### config.mk
export PLATFORM = sky130hd
export DESIGN_NAME = fcpt_fifo
export DESIGN_NICKNAME = d
export VERILOG_FILES = /design/src/hdl/fcpt_fifo.sv
export SDC_FILE = /design/constraint.sdc
export NUM_CORES = 1
export LEC_CHECK = 0
export BUFFER_PORTS_ARGS = -buffer_cell sky130_fd_sc_hd__buf_2
export CELL_PAD_IN_SITES_DETAIL_PLACEMENT = 0
export CELL_PAD_IN_SITES_GLOBAL_PLACEMENT = 1
export CORE_UTILIZATION = 44
export CTS_BUF_LIST = sky130_fd_sc_hd__clkbuf_8
export CTS_CLUSTER_DIAMETER = 40
export CTS_CLUSTER_SIZE = 40
export DETAILED_ROUTE_END_ITERATION = 12
export GPL_TIMING_DRIVEN = 1
export PLACE_DENSITY_LB_ADDON = 0.08
export SLEW_MARGIN = 20
export SYNTH_ARGS = -nofsm -noshare
export SYNTH_HDL_FRONTEND = slang
export SYNTH_SLANG_ARGS = --single-unit
### constraint.sdc
create_clock -name clk -period 1.5 [get_ports clk]
set_clock_uncertainty 0.05 [all_clocks]
set_input_delay 0 -clock clk [delete_from_list [all_inputs] [get_ports clk]]
set_output_delay 0 -clock clk [all_outputs]
set_load 0.1 [all_outputs]
### src/hdl/fcpt_fifo.sv
module fcpt_fifo #(
	parameter int W = 8
) (
	input  logic             clk,
	input  logic             arst_n,
	input  logic             push,
	input  logic [W-1:0]     wdata,
	input  logic             pop,
	output logic [W-1:0]     rdata,
	output logic             empty,
	output logic             full
);

	logic [W-1:0] mem_q [2];
	logic         wp_q;
	logic         rp_q;
	logic [1:0]   cnt_q;

	assign empty = cnt_q == 2'd0;
	assign full  = cnt_q == 2'd2;
	assign rdata = mem_q[rp_q];

	always_ff @(posedge clk or negedge arst_n) begin
		if (!arst_n) begin
			wp_q  <= 1'b0;
			rp_q  <= 1'b0;
			cnt_q <= 2'd0;
		end else begin
			if (push) wp_q <= ~wp_q;
			if (pop) rp_q <= ~rp_q;
			cnt_q <= cnt_q + {1'b0, push} - {1'b0, pop};
		end
	end

	always_ff @(posedge clk) begin
		if (push) mem_q[wp_q] <= wdata;
	end

	a_no_overflow: assert property (@(posedge clk) disable iff (!arst_n)
		!(push && full)) else $error("push into full queue");
	a_no_underflow: assert property (@(posedge clk) disable iff (!arst_n)
		!(pop && empty)) else $error("pop from empty queue");

endmodule

==> metrics.md <==
| Metric | Value |
|---|---|
| Die area | `0.002012 mm2` |
| Nets | `91` |
| Starting density of the core | `46.81%` |
| Distinct cells, synth | `11` |
| Largest net degree at the start of global routing | `12` |
| Fill count | `122` |
| R2R Path Start | `cnt_q[0]` |
| Post-synthesis register bit count | `20` |
| Vias in the first global route | `457` |
| CP required | `1.45 ns` |
| CTS tree | `done` |
| Fin area | `0.001222 mm2` |
| Insertion delay to the later sink of the worst-skew pair | `0.25 ns` |
| CTS max path bufs | `2` |
| DR pass1 iterations | `4` |
| HP Class | `input pin to async pin` |
| Mean post-synth cell area | `20.21 um2` |
| Worst R2R Setup Slack | `0.19 ns` |
| IO buf count | `21` |
| Tot GR Track Use | `13.69%` |
| Data arrival time of the critical path | `1.29 ns` |
| Clock slew at reported path FFs | `0.07 ns` |
| Drc violations | `0` |
| Layout cells sized above 1 | `47.37%` |
| Chip height | `44.86 um` |
| Synthesis Warnings | `0` |
| Die width | `44.86 um` |
| Iteration-0 DRC Markers | `4` |
| Syn Nets | `54` |
| Post-DP HPWL | `801.5 um` |
| Drt via density | `4.178` |
| RSZ-0062 raised after global routing | `false` |
| R2R cell count | `5` |
| Cell taking the most area after synthesis | `edfxtp_1` |
| Cells after Synth | `40` |
| Max transition margin | `67.86%` |
| CP Max Fanout | `9` |
| Period utilization | `89.54%` |
| Post-CTS setup buffer count | `0` |
| GRT overflow | `0` |
| Antenna cell count | `0` |
| Outcome | `complete, no violations` |
| DRT Wirelength | `1098 um` |
| Fin. Hold Viols | `0` |
| CP startpoint kind | `flop` |
| IO Count | `22` |
| Max_cap viols | `0` |
| Rows | `15` |
| Crit path kind | `flop to output port` |
| Reg-to-reg critical path endpoint | `cnt_q[1]` |
| CP endpoint kind | `output port` |
| Max Fclk | `744.6 MHz` |
| Clock Root Buffer | `clkbuf_8` |
| Initial antenna violation count | `0` |
| Placement Cell Area | `0.001066 mm2` |
| Placed cells | `86` |
| P&R area growth vs syn | `51.24%` |
| CTS sink cnt | `20` |
| Top cell type's share of synthesized area | `59.44%` |
| First-pass GRT wire length | `1856 um` |
| Top cells by area, synth | `edfxtp_1 59%, mux2_4 15%, dfrtp_1 12%, ha_1 3.1%, xor3_1 2.9%` |
| Final number of setup-violating endpoints | `0` |
| Synthesized cell area | `808.3 um2` |
| Final Max Slew Viols | `0` |
| CTS buffer count | `3` |
| Setup_tns | `0 ns` |
| Vias | `422` |
| DRT antenna net count | `0` |
| Routed WL per cell | `10.87 um` |
| GPL Wtd Cong | `0.6265` |
| Post-route insts no fill | `101` |
| Slew @ Worst Pin | `0.4855 ns` |
| Shortest period the worst path allows | `1.343 ns` |
| H-tree levels | `1` |
| Core ar. | `0.001727 mm2` |
| Seq/Total Area, Yosys | `71.83%` |
## Yosys cell counts
cell	count
xor2_1	2
ha_1	2
inv_1	2
buf_6	1
xor3_1	1
nor2_1	1
dfrtp_1	4
nor2b_1	2
edfxtp_1	16
and2_1	1
mux2_4	8
## per-layer routing
layer	global-route usage [%]	vias to the layer above	part of all wire, %
met2	23.53	13	54
met4	7.273	0	0.36
met5	0	-	0
met3	2.400	2	3.3
li1	-	217	-
met1	16.48	190	42
## registers in the layout, summed over array words and instances, names as in the netlist
register and cells:
rp_q 1, wp_q 1, mem_q 16, cnt_q 2
## worst max-delay path: stages, from the launching register on
cell     delay [ns]
dfrtp_2        0.53
mux2_4         0.35
buf_12         0.17
## worst max-delay path by stage
stage | startpoint | end | slack, ns | depth (start not counted)
CTS | rp_q | rdata[5] | 0.14 | 2
global route | cnt_q[0] | cnt_q[1] | 0.10 | 5
global placement | cnt_q[0] | cnt_q[1] | 0.25 | 5
floorplan | cnt_q[1] | full | 0.23 | 1
detailed placement | cnt_q[0] | cnt_q[1] | 0.20 | 5
finish | rp_q | rdata[6] | 0.16 | 2
## layout by cell type, fill, tap and decap left out
cell and count:
dlygate4sd3_1 11, mux2_4 8, buf_12 8, ha_1 2
inv_1 3, dfrtp_2 1, xor2_1 2, buf_4 1
buf_2 13, xor3_1 1, dfrtp_1 3, and2_1 1
nor2_2 1, nor2b_2 1, nor2b_1 1, clkbuf_8 3
edfxtp_1 16
## logic make-up (layout without fill, tap and decap cells)
kind of cell               Yosys count  in the layout  synth area share, %
and+or+nand+nor                      4              4                2.786
DFF                                 20             20                71.83
buffers and inverters                3             39                2.322
xor gates and xnor gates             3              3                5.108
muxes                                8              8                14.86
adders and majority gates            2              2                3.095
## final cells by class
class	instances	area (um2)	area share, %
Clock buffer	3	41.29	3.378
Clock inverter	1	3.754	0.3071
Inverter	2	7.507	0.6141
Multi-Input combinational cell	17	214.0	17.50
Sequential cell	20	581.8	47.59
Tap cell	25	31.28	2.559
Timing Repair Buffer	33	342.8	28.05
## what timing repair did
item | 4_1_cts | 5_1_grt
endpoints found under the setup margin | 1 | 0
hold endpoints to repair | 23 | 0
resized for setup | 1 | 0
hold buffers | 11 | 0
## per-stage QoR
step	util (%)	hold WS, ns	setup WS, ns
after floorplan	-	-0.3456	0.2290
after global placement	61.74	-0.2387	0.2476
after detailed placement	61.74	-0.2336	0.1993
after CTS	70.80	0.02731	0.1376
after global routing	70.80	0.04147	0.1049
final	70.80	0.03166	0.1569
Power is left out: the tool's default activity adds up to more than one toggle a clock period on the data nets, which glitch-free logic cannot reach.
